`config.mk`:
```
export PLATFORM = sky130hd
export DESIGN_NAME = morse_letter_led_keyer_flat
export DESIGN_NICKNAME = d
export VERILOG_FILES = /design/src/hw/rtl/mlk_pkg.sv /design/src/hw/rtl/mlk_intf.sv /design/src/hw/rtl/mlk_cfg_regs.sv /design/src/hw/rtl/mlk_core.sv /design/src/hw/rtl/mlk_out_reg.sv /design/src/hw/rtl/morse_letter_led_keyer.sv /design/src/flat_wrapper.sv
export SDC_FILE = /design/constraint.sdc
export NUM_CORES = 1
export LEC_CHECK = 0
export ABC_AREA = 1
export BUFFER_PORTS_ARGS = -buffer_cell sky130_fd_sc_hd__buf_2
export CORE_MARGIN = 1.5
export CORE_UTILIZATION = 41
export DETAILED_ROUTE_END_ITERATION = 10
export SYNTH_ARGS = -nofsm -noshare
export SYNTH_HDL_FRONTEND = slang
export SYNTH_SLANG_ARGS = --single-unit
```
`constraint.sdc`:
```
create_clock -name clk -period 2.85 [get_ports clk]
set_clock_uncertainty 0.15 [all_clocks]
set_input_delay 0.4275 -clock clk [delete_from_list [all_inputs] [get_ports clk]]
set_output_delay 0.4275 -clock clk [all_outputs]
set_load 0.03 [all_outputs]
```
`src/hw/rtl/mlk_pkg.sv`:
```
// ----------------------------------------------------------------------------
// Morse letter keyer package
// Shared types, constants, the Morse table and the count saturation helper.
// ----------------------------------------------------------------------------
`default_nettype none

package mlk_pkg;

  localparam int COUNT_WIDTH = 16;
  localparam int REG_WIDTH   = 16;

  localparam logic [32:0] CNT_MAX = 33'((64'd1 << COUNT_WIDTH) - 64'd1);

  localparam logic FUNC_START = 1'b0;
  localparam logic FUNC_TICK  = 1'b1;

  localparam logic [7:0] LETTER_A = 8'h61;
  localparam logic [7:0] LETTER_Z = 8'h7A;

  typedef enum logic [1:0] {
    CFG_DOT  = 2'd0,
    CFG_DASH = 2'd1,
    CFG_GAP  = 2'd2
  } cfg_idx_e;

  typedef struct packed {
    logic [REG_WIDTH-1:0] dot_ticks;
    logic [REG_WIDTH-1:0] dash_ticks;
    logic [REG_WIDTH-1:0] gap_ticks;
  } cfg_regs_t;

  typedef struct packed {
    logic [3:0] pat;
    logic [2:0] len;
  } morse_entry_t;

  typedef struct packed {
    logic led_on;
    logic busy_res;
    logic bad_letter;
    logic done_res;
  } result_t;

  // Bit i of the pattern is symbol i, 1 for a dash.
  function automatic morse_entry_t morse_lookup(input logic [4:0] idx);
    morse_entry_t e;
    case (idx)
      5'd0:    e = '{4'd2,  3'd2};
      5'd1:    e = '{4'd1,  3'd4};
      5'd2:    e = '{4'd5,  3'd4};
      5'd3:    e = '{4'd1,  3'd3};
      5'd4:    e = '{4'd0,  3'd1};
      5'd5:    e = '{4'd4,  3'd4};
      5'd6:    e = '{4'd3,  3'd3};
      5'd7:    e = '{4'd0,  3'd4};
      5'd8:    e = '{4'd0,  3'd2};
      5'd9:    e = '{4'd14, 3'd4};
      5'd10:   e = '{4'd5,  3'd3};
      5'd11:   e = '{4'd2,  3'd4};
      5'd12:   e = '{4'd3,  3'd2};
      5'd13:   e = '{4'd1,  3'd2};
      5'd14:   e = '{4'd7,  3'd3};
      5'd15:   e = '{4'd6,  3'd4};
      5'd16:   e = '{4'd11, 3'd4};
      5'd17:   e = '{4'd2,  3'd3};
      5'd18:   e = '{4'd0,  3'd3};
      5'd19:   e = '{4'd1,  3'd1};
      5'd20:   e = '{4'd4,  3'd3};
      5'd21:   e = '{4'd8,  3'd4};
      5'd22:   e = '{4'd6,  3'd3};
      5'd23:   e = '{4'd9,  3'd4};
      5'd24:   e = '{4'd13, 3'd4};
      5'd25:   e = '{4'd3,  3'd4};
      default: e = '{4'd0,  3'd0};
    endcase
    return e;
  endfunction

  function automatic logic [COUNT_WIDTH-1:0] sat_count(input logic [REG_WIDTH-1:0] v);
    logic [32:0] wide;
    wide = 33'(v);
    if (wide > CNT_MAX) begin
      return '1;
    end
    return COUNT_WIDTH'(v);
  endfunction

endpackage

`default_nettype wire

```
`src/hw/rtl/mlk_intf.sv`:
```
// ----------------------------------------------------------------------------
// Morse letter keyer channels
// Valid/ready channels for input words, result words and register writes.
// ----------------------------------------------------------------------------
`default_nettype none

interface mlk_item_if;
  logic       valid;
  logic       ready;
  logic       func;
  logic [7:0] letter;

  modport source (output valid, func, letter, input ready);
  modport sink   (input valid, func, letter, output ready);
endinterface

interface mlk_result_if;
  logic valid;
  logic ready;
  logic led_on;
  logic busy_res;
  logic bad_letter;
  logic done_res;

  modport source (output valid, led_on, busy_res, bad_letter, done_res, input ready);
  modport sink   (input valid, led_on, busy_res, bad_letter, done_res, output ready);
endinterface

interface mlk_cfg_if;
  logic        valid;
  logic        ready;
  logic [1:0]  index;
  logic [15:0] data;

  modport source (output valid, index, data, input ready);
  modport sink   (input valid, index, data, output ready);
endinterface

`default_nettype wire

```
`src/hw/rtl/mlk_cfg_regs.sv`:
```
// ----------------------------------------------------------------------------
// Morse letter keyer configuration registers
// Holds the dot, dash and gap durations written over the register channel.
// ----------------------------------------------------------------------------
`default_nettype none

module mlk_cfg_regs (
  input  wire logic                  clk,
  input  wire logic                  rst,
  input  wire logic                  wr_en,
  input  wire logic [1:0]            wr_index,
  input  wire logic [15:0]           wr_data,
  output      mlk_pkg::cfg_regs_t    regs
);
  import mlk_pkg::*;

  always_ff @(posedge clk) begin
    if (rst) begin
      regs.dot_ticks  <= REG_WIDTH'(100);
      regs.dash_ticks <= REG_WIDTH'(1000);
      regs.gap_ticks  <= REG_WIDTH'(150);
    end else if (wr_en) begin
      case (wr_index)
        CFG_DOT:  regs.dot_ticks  <= wr_data;
        CFG_DASH: regs.dash_ticks <= wr_data;
        CFG_GAP:  regs.gap_ticks  <= wr_data;
        default:  ;
      endcase
    end
  end

endmodule

`default_nettype wire

```
`src/hw/rtl/mlk_core.sv`:
```
// ----------------------------------------------------------------------------
// Morse letter keyer core
// Keying state and the single-pass update for one start or tick word.
// ----------------------------------------------------------------------------
`default_nettype none

module mlk_core (
  input  wire logic               clk,
  input  wire logic               rst,
  input  wire logic               fire,
  input  wire logic               func,
  input  wire logic [7:0]         letter,
  input  wire mlk_pkg::cfg_regs_t regs,
  output      mlk_pkg::result_t   res
);
  import mlk_pkg::*;

  logic [3:0]             symbol_pattern, symbol_pattern_next;
  logic [2:0]             symbol_count, symbol_count_next;
  logic [2:0]             symbol_index, symbol_index_next;
  logic                   lit_phase, lit_phase_next;
  logic [COUNT_WIDTH-1:0] ticks_left, ticks_left_next;
  logic                   sending, sending_next;

  always_comb begin
    morse_entry_t e;
    logic [7:0]   ofs;
    logic [2:0]   idx_inc;
    symbol_pattern_next = symbol_pattern;
    symbol_count_next   = symbol_count;
    symbol_index_next   = symbol_index;
    lit_phase_next      = lit_phase;
    ticks_left_next     = ticks_left;
    sending_next        = sending;
    res.bad_letter      = 1'b0;
    res.done_res        = 1'b0;
    ofs                 = letter - LETTER_A;
    e                   = morse_lookup(ofs[4:0]);
    idx_inc             = symbol_index + 3'd1;
    if (func == FUNC_START) begin
      if (!sending) begin
        if (letter inside {[LETTER_A:LETTER_Z]}) begin
          symbol_pattern_next = e.pat;
          symbol_count_next   = e.len;
          symbol_index_next   = 3'd0;
          sending_next        = 1'b1;
          lit_phase_next      = 1'b1;
          ticks_left_next     = sat_count(e.pat[0] ? regs.dash_ticks : regs.dot_ticks);
        end else begin
          res.bad_letter = 1'b1;
        end
      end
    end else if (sending) begin
      if (ticks_left > COUNT_WIDTH'(1)) begin
        ticks_left_next = ticks_left - COUNT_WIDTH'(1);
      end else if (lit_phase) begin
        lit_phase_next  = 1'b0;
        ticks_left_next = sat_count(regs.gap_ticks);
      end else begin
        symbol_index_next = idx_inc;
        if (idx_inc >= symbol_count) begin
          sending_next    = 1'b0;
          ticks_left_next = '0;
          res.done_res    = 1'b1;
        end else begin
          lit_phase_next  = 1'b1;
          ticks_left_next = sat_count(symbol_pattern[idx_inc[1:0]] ?
                                      regs.dash_ticks : regs.dot_ticks);
        end
      end
    end
    res.led_on   = lit_phase_next & sending_next;
    res.busy_res = sending_next;
  end

  always_ff @(posedge clk) begin
    if (rst) begin
      symbol_pattern <= '0;
      symbol_count   <= '0;
      symbol_index   <= '0;
      lit_phase      <= 1'b0;
      ticks_left     <= '0;
      sending        <= 1'b0;
    end else if (fire) begin
      symbol_pattern <= symbol_pattern_next;
      symbol_count   <= symbol_count_next;
      symbol_index   <= symbol_index_next;
      lit_phase      <= lit_phase_next;
      ticks_left     <= ticks_left_next;
      sending        <= sending_next;
    end
  end

endmodule

`default_nettype wire

```
`src/hw/rtl/mlk_out_reg.sv`:
```
// ----------------------------------------------------------------------------
// Morse letter keyer result register
// Holds one result word until the receiver takes it.
// ----------------------------------------------------------------------------
`default_nettype none

module mlk_out_reg (
  input  wire logic             clk,
  input  wire logic             rst,
  input  wire logic             load,
  input  wire mlk_pkg::result_t res_in,
  output      logic             can_load,
  mlk_result_if.source          result
);
  import mlk_pkg::*;

  logic    full;
  result_t data;

  assign can_load = !full || result.ready;

  always_ff @(posedge clk) begin
    if (rst) begin
      full <= 1'b0;
    end else if (load) begin
      full <= 1'b1;
    end else if (result.ready) begin
      full <= 1'b0;
    end
  end

  always_ff @(posedge clk) begin
    if (load) begin
      data <= res_in;
    end
  end

  assign result.valid      = full;
  assign result.led_on     = data.led_on;
  assign result.busy_res   = data.busy_res;
  assign result.bad_letter = data.bad_letter;
  assign result.done_res   = data.done_res;

endmodule

`default_nettype wire

```
`src/hw/rtl/morse_letter_led_keyer.sv`:
```
// ----------------------------------------------------------------------------
// Morse letter keyer
// Keys the Morse code of a letter a to z on an LED, paced by tick words.
// ----------------------------------------------------------------------------
// The item channel takes one word per command: func 0 starts a letter, func 1
// is a one millisecond tick. Each accepted word yields exactly one result word
// carrying the LED level and the busy, bad letter and done flags, in order.
// The cfg channel writes the dot, dash and gap durations; it is always ready
// and is meant to be written while the keyer is idle.
// An accepted word is held in the input register, and the keying state is
// updated as it moves into the result register, where the result word stays
// valid until the receiver takes it. One word per cycle is sustained while the
// receiver takes each result, set by the single pass from input register to
// result register.
// Reset loads durations of 100, 1000 and 150 ticks, clears the keying state
// with the LED dark, and empties both registers.
// When the receiver stalls, the result register holds its word, the input
// register fills, and item.ready drops until the result is taken.
// ----------------------------------------------------------------------------
`default_nettype none

module morse_letter_led_keyer (
  input  wire logic    clk,
  input  wire logic    rst,
  mlk_item_if.sink     item,
  mlk_result_if.source result,
  mlk_cfg_if.sink      cfg
);
  import mlk_pkg::*;

  logic       in_full;
  logic       in_func;
  logic [7:0] in_letter;
  logic       can_load;
  logic       fire;
  cfg_regs_t  regs;
  result_t    res;

  assign fire       = in_full && can_load;
  assign item.ready = !in_full || can_load;
  assign cfg.ready  = 1'b1;

  always_ff @(posedge clk) begin
    if (rst) begin
      in_full <= 1'b0;
    end else if (item.valid && item.ready) begin
      in_full <= 1'b1;
    end else if (fire) begin
      in_full <= 1'b0;
    end
  end

  always_ff @(posedge clk) begin
    if (item.valid && item.ready) begin
      in_func   <= item.func;
      in_letter <= item.letter;
    end
  end

  mlk_cfg_regs u_cfg (
    .clk      (clk),
    .rst      (rst),
    .wr_en    (cfg.valid),
    .wr_index (cfg.index),
    .wr_data  (cfg.data),
    .regs     (regs)
  );

  mlk_core u_core (
    .clk    (clk),
    .rst    (rst),
    .fire   (fire),
    .func   (in_func),
    .letter (in_letter),
    .regs   (regs),
    .res    (res)
  );

  mlk_out_reg u_out (
    .clk      (clk),
    .rst      (rst),
    .load     (fire),
    .res_in   (res),
    .can_load (can_load),
    .result   (result)
  );

endmodule

`default_nettype wire

```
`src/flat_wrapper.sv`:
```
// flat-port wrapper written by rule: the top's interface ports become plain ports
module morse_letter_led_keyer_flat import mlk_pkg::*;
  (clk, rst, item_valid, item_func, item_letter, item_ready, result_valid, result_led_on, result_busy_res, result_bad_letter, result_done_res, result_ready, cfg_valid, cfg_index, cfg_data, cfg_ready);
  mlk_item_if item_i ();
  mlk_result_if result_i ();
  mlk_cfg_if cfg_i ();
  input  wire logic clk;
  input  wire logic rst;
  input wire logic [$bits(item_i.valid)-1:0] item_valid;
  input wire logic [$bits(item_i.func)-1:0] item_func;
  input wire logic [$bits(item_i.letter)-1:0] item_letter;
  output wire logic [$bits(item_i.ready)-1:0] item_ready;
  output wire logic [$bits(result_i.valid)-1:0] result_valid;
  output wire logic [$bits(result_i.led_on)-1:0] result_led_on;
  output wire logic [$bits(result_i.busy_res)-1:0] result_busy_res;
  output wire logic [$bits(result_i.bad_letter)-1:0] result_bad_letter;
  output wire logic [$bits(result_i.done_res)-1:0] result_done_res;
  input wire logic [$bits(result_i.ready)-1:0] result_ready;
  input wire logic [$bits(cfg_i.valid)-1:0] cfg_valid;
  input wire logic [$bits(cfg_i.index)-1:0] cfg_index;
  input wire logic [$bits(cfg_i.data)-1:0] cfg_data;
  output wire logic [$bits(cfg_i.ready)-1:0] cfg_ready;
  assign item_i.valid = item_valid;
  assign item_i.func = item_func;
  assign item_i.letter = item_letter;
  assign item_ready = item_i.ready;
  assign result_valid = result_i.valid;
  assign result_led_on = result_i.led_on;
  assign result_busy_res = result_i.busy_res;
  assign result_bad_letter = result_i.bad_letter;
  assign result_done_res = result_i.done_res;
  assign result_i.ready = result_ready;
  assign cfg_i.valid = cfg_valid;
  assign cfg_i.index = cfg_index;
  assign cfg_i.data = cfg_data;
  assign cfg_ready = cfg_i.ready;
  morse_letter_led_keyer u_core (.clk(clk), .rst(rst), .item(item_i), .result(result_i), .cfg(cfg_i));
endmodule
```
[After elaboration in Yosys (flattened, before gate mapping)]
Memory sizes are Yosys's and may differ from the RTL's.
Cells that the tools add are included.
Word-level totals
  flip-flop bits (word level): 91
  bits in latches: 0
  bits in writable memories: 0
  bits in read-only memories: 224
  output and inout bits: 7
  memories kept: 1
Cells by class
  add/subtract/negate cells: 3
  multiply operators: 0
  div/mod/pow operators: 0
  magnitude comparators: 5
  equal/unequal tests: 6
  shifts and indexed selects: 0
  multiplexer cells: 36
  bitwise logic cells: 3
  reduce and logical (&&, ||, !) cells: 19
Memory list
  (name not given): depth 32, width 7, rd ports 1, clocked after Yosys merged registers in 0, wr ports 0, RTL line mlk_pkg.sv:47  | case (idx)
Operators by type and width (count)
  $mux 16: 9
  $mux 1: 20
  $mux 3: 6
  $gt 16x1->1 const B: 1
  $sub 16x1->16 const B: 1
  $ge 8x7->1 const B: 1
  $le 8x7->1 const B: 1
  $reduce_and 4->1: 2
  $ne 2x2->1 const B: 3
  $reduce_and 2->1: 3
  $reduce_and 6->1: 1
  $reduce_bool 2->1: 3
  $sub 5x1->5 const B: 1
  $reduce_or 4->1: 1
  $add 3x1->3 const B: 1
  $ge 3x3->1: 1
  $logic_and 1x1->1: 3
  $lt 2x3->1 const B: 1
  $bmux 1 s2: 1
  $eq 2x1->1 const B: 1
  $eq 2x2->1 const B: 1
  $logic_not 1->1: 2
  $logic_not 2->1: 1
  $logic_or 1x1->1: 2
  4 further kinds: 5

[Logic depth before layout (Yosys ltp)]
  depth after elaboration: 9
  depth in mapped cells: 15

[By module]
Synthesis repeated with hierarchy kept, for this count alone.
Second synthesis, totals
  cells, all modules: 882
  area total of the unflattened synthesis: 5651.7 um^2
Modules (own cells, without submodules)
  mlk_core: instances 1, cells an instance 566, area an instance 3175.5 um^2
  mlk_cfg_regs: instances 1, cells an instance 288, area an instance 1976.9 um^2
  morse_letter_led_keyer: instances 1, cells an instance 19, area an instance 336.6 um^2
  mlk_out_reg: instances 1, cells an instance 9, area an instance 162.7 um^2

[Least setup slack after synthesis]
No wires, ideal clock.
  path type: reg2reg
  start: register u_core.in_func
  end: register u_core.u_core.ticks_left[8]
  arrival time: 2.215 ns
  required time: 2.581 ns
  path slack: 0.366 ns
  cell stages (with the launch flop): 13
  buffers on the path: 4
  clock period less this slack: 2.484 ns
  cell sequence: edfxtp_1 -> clkbuf_1 -> inv_1 -> clkbuf_1 -> buf_1 -> ha_1 -> inv_1 -> nand2_1 -> a21oi_1 -> inv_1 -> clkbuf_1 -> a21oi_1 -> a21oi_1
On the way
  word-level cells in the longest chain between the ends: 2
  elaborated cells on any way between the ends: 4
Ends and longest elaborated chain
  start, declared: RTL line morse_letter_led_keyer.sv:32  | logic in_func;
  start signal, assigned: RTL line morse_letter_led_keyer.sv:55  | in_func <= item.func;
  $ne 2x1->1 (no line) or $ne 2x2->1 (tied branches)
  $reduce_and 4->1 (no line)
  end signal, assigned: RTL line mlk_core.sv:89  | ticks_left <= ticks_left_next;
  end, declared: RTL line mlk_core.sv:22  | logic [COUNT_WIDTH-1:0] ticks_left, ticks_left_next;
Parallel ways exist; a longest one is shown, timed or not.
A chain may end at the register's enable or synchronous reset.

[Worst setup path after layout]
  start: register u_core.u_core.symbol_index[0]
  end: register u_core.u_core.ticks_left[10]
On the way
  word-level cells in the longest chain between the ends: 9
  elaborated cells on any way between the ends: 10
Ends and longest elaborated chain
  start, declared: RTL line mlk_core.sv:20  | logic [2:0] symbol_index, symbol_index_next;
  start signal, assigned: RTL line mlk_core.sv:87  | symbol_index <= symbol_index_next;
  $add 3x1->3 *: RTL line mlk_core.sv:39  | idx_inc = symbol_index + 3'd1;
  $bmux 1 s2: RTL line mlk_core.sv:67  | ticks_left_next = sat_count(symbol_pattern[idx_inc[1:0]] ?
  $mux 1 (not written as such): RTL line mlk_core.sv:67
  $mux 16: RTL line mlk_core.sv:67
  $mux 16 *: RTL line mlk_core.sv:61  | if (idx_inc >= symbol_count) begin
  $mux 16 *: RTL line mlk_core.sv:56  | end else if (lit_phase) begin
  $mux 16 *: RTL line mlk_core.sv:54  | if (ticks_left > COUNT_WIDTH'(1)) begin
  $mux 16 *: RTL line mlk_core.sv:53  | end else if (sending) begin
  $mux 16 *: RTL line mlk_core.sv:40  | if (func == FUNC_START) begin
Mark *: on every way between the ends. The rest lies on a longest branch, timed or not. The select of a mux whose other input is x is not followed.

==> metrics.txt <==
status completed; fin worst setup slack ~320 ps; maximum level of the CTS H-tree 3; RR Startpoint u_core.u_core.symbol_index[0]$_SDFFE_PP0P_; top_reg_cell synth dfxtp_1; PostCTS Resize Cnt 0; DRT Pass-1 Iters 5; top cell type's share of synthesized area 0.303; Fill cells 1270; drt initial violations 420; Core Rows 40; grt ovf 0; area occupied by multi-input gates 2740 sq um; Yosys warnings 0; Detail Route Antenna Nets 0; postcts setup bufs 0; Port-buffer cells 37; post-synthesis cell count between 700 and 800; Mapped Nets roughly 830; worst min-delay path startpoint item_func; kind of critical path flip-flop to flip-flop; fin crit share 0.889; Initial Util 0.425; Core Region roughly 12000 sq um; # Max-Cap Violations 0; mean post-synth cell area roughly 6.6 sq um; unique cell type count in the Yosys netlist 36; CP max FO 16; largest net degree at the start of global routing 50; Setup-failing EPs final 0; via/cell ratio 5.18; final wirelength between 10000 and 15000 um; CTS Buffer Depth 2; power per cell area 568 nW/um^2; initial antenna violation count 0; Horiz. Die Dim 115 um; Max-slew headroom 0.597; Crit path required time 2980 ps; total clock buffers created by CTS 9; flip-flop and latch area 1950 sq um; Post-Synthesis Cell Area approximately 5000 sq um; HP Class primary input to flip-flop; Clk Latency, worst-skew pair 350 ps; number of global-route vias before repair 4577; Worst Hold Depth 1; Fmax just under 400 MHz; worst slack, placed 337 ps; Post-synth EDFFs 13; share of layout cells above drive strength 1 0.103; Post-DP HPWL 10500 um; P_leak 2.78 nW; CP startpoint kind flip-flop; root buffer cell clkbuf_16; peak supply drop 0.492 mV; Routed WL per cell 14.3 um; R2R setup slack 320 ps; DRC violations left 0; Vias 5127; max-slew violation count 0; final-stage net count 864; cts hold-fix bufs 0; Setup crit end kind flip-flop; Final min period roughly 2500 ps; setup TNS 0 ps; number of antenna diodes 0; IO Count 39; RSZ-0062 raised after global routing no; Synth async-reset ratio 0; Worst Hold End u_core.in_func$_DFFE_PP_; worst-margin pin slew 604 ps; GR Util All Layers 0.223; R2R Path End u_core.u_core.ticks_left[10]$_SDFFE_PP0P_; first-pass GRT wire length 22900 um; Seq/Total Area, Yosys 0.379; Die Y around 120 um; # clock sinks 91; P&R area growth vs syn 15.0%; Die Area 13200 sq um; CTS tree done; routability cong. approximately 0.86; area leader, netlist dfxtp_1; Fin. Hold Viols 0; FF-to-FF path depth 14; Synth Register Bits a little over 90; top post-synthesis cells by area dfxtp_1 30%, nand2_1 14%, a21oi_1 8.1%; worst path arrival time 2670 ps; Clock transition at path regs 70 ps
[flip-flops by register name (all words and copies together) (netlist names)]
name                            flops
u_core.u_out.result.led_on          1
u_core.in_letter                    8
u_core.u_cfg.regs                  48
u_core.u_core.ticks_left           16
u_core.u_core.symbol_pattern        4
u_core.in_full                      1
u_core.u_out.result.busy_res        1
u_core.u_core.sending               1
u_core.u_out.result.done_res        1
u_core.u_core.lit_phase             1
u_core.u_out.result.bad_letter      1
u_core.u_out.result.valid           1
u_core.u_core.symbol_index          3
u_core.u_core.symbol_count          3
u_core.in_func                      1
[worst max-delay path by stage]
stage | end | start | cells past startpoint
after floorplan | u_core.u_core.ticks_left[8]$_SDFFE_PP0P_ | u_core.in_func$_DFFE_PP_ | 12
after global placement | u_core.u_core.ticks_left[10]$_SDFFE_PP0P_ | u_core.u_core.symbol_index[0]$_SDFFE_PP0P_ | 14
after detailed placement | u_core.u_core.ticks_left[5]$_SDFFE_PP0P_ | u_core.u_core.symbol_index[0]$_SDFFE_PP0P_ | 12
after CTS | u_core.u_core.ticks_left[10]$_SDFFE_PP0P_ | u_core.u_core.symbol_index[0]$_SDFFE_PP0P_ | 14
after global routing | u_core.u_core.ticks_left[10]$_SDFFE_PP0P_ | u_core.u_core.symbol_index[0]$_SDFFE_PP0P_ | 14
final | u_core.u_core.ticks_left[10]$_SDFFE_PP0P_ | u_core.u_core.symbol_index[0]$_SDFFE_PP0P_ | 14
[placed cells by master, fill, tap and decap left out, types with 10 or more instances in the layout]
cell type | netlist | routed
nand3_1 | 59 | 59
o211ai_1 | 15 | 15
ha_1 | 15 | 15
a21oi_1 | 83 | 83
nand2_1 | 195 | 195
buf_2 | 4 | 37
buf_4 | 1 | 17
edfxtp_1 | 13 | 13
clkbuf_16 | 0 | 10
nor2_1 | 94 | 94
dfxtp_1 | 78 | 78
o21ai_0 | 81 | 81
inv_1 | 79 | 79
[cell type report]
class,count,share of cell area
clock buffer,10,0.0423
clock inverter,6,0.0127
inverter,85,0.0543
multi-input combinational,573,0.463
sequential,91,0.330
tap,168,0.0355
timing repair buffer,57,0.0630
[Yosys cell counts, drive strengths merged, types with 9 or more instances]
| master | number |
|---|---|
| nor2 | 94 |
| buf | 9 |
| edfxtp | 13 |
| a21oi | 83 |
| nand2 | 197 |
| o21ai | 84 |
| nand3 | 60 |
| o211ai | 15 |
| ha | 15 |
| dfxtp | 78 |
| inv | 83 |
| clkbuf | 23 |
[report_power, final]
part,switching (W),internal [W]
logic,0.000464,0.000220
clock network,0.000536,0.000748
registers,0.0000361,0.00136
[critical path: stages (launching register included)]
cell	delay, ps
dfxtp_1	360
ha_1	220
or2_2	300
nand2_1	60
ha_1	240
a21oi_1	150
nand3_1	100
nor2_1	100
buf_4	240
inv_1	90
nor2_1	120
nor2_1	50
nor2_1	100
nor2_1	50
a21oi_1	130
[layer usage]
metal / share of wire / global-route usage / vias to the layer above
met5: 0 / 0 / -
met4: 0.017 / 0.0807 / 0
met3: 0.073 / 0.0374 / 20
met2: 0.40 / 0.315 / 194
met1: 0.51 / 0.337 / 2290
li1: - / - / 2623
[metrics by stage]
stage	area [sq um]	hold slack [ps]	cells	util	total power [W]
2_1_floorplan	5150	274	781	-	0.00187
3_3_place_gp	5600	298	974	0.462	0.00210
3_5_place_dp	5600	312	974	0.462	0.00209
4_1_cts	5920	95.6	990	0.489	0.00339
5_1_grt	5920	92.5	990	0.489	0.00353
6_report	5920	104	990	0.489	0.00336
[logic make-up (layout without fill, tap and decap cells)]
kind of cell	after synthesis	count (layout)	share of synthesized area
xor gates and xnor gates	8	8	0.0165
adders and majority gates	15	15	0.0365
DFF	91	91	0.379
and+or+nand+nor	361	361	0.286
AOI/OAI and AO/OA	188	188	0.192
other	1	1	0.000728
buffers and inverters	117	158	0.0889
Note: power is estimated with default switching activity, not from simulation.
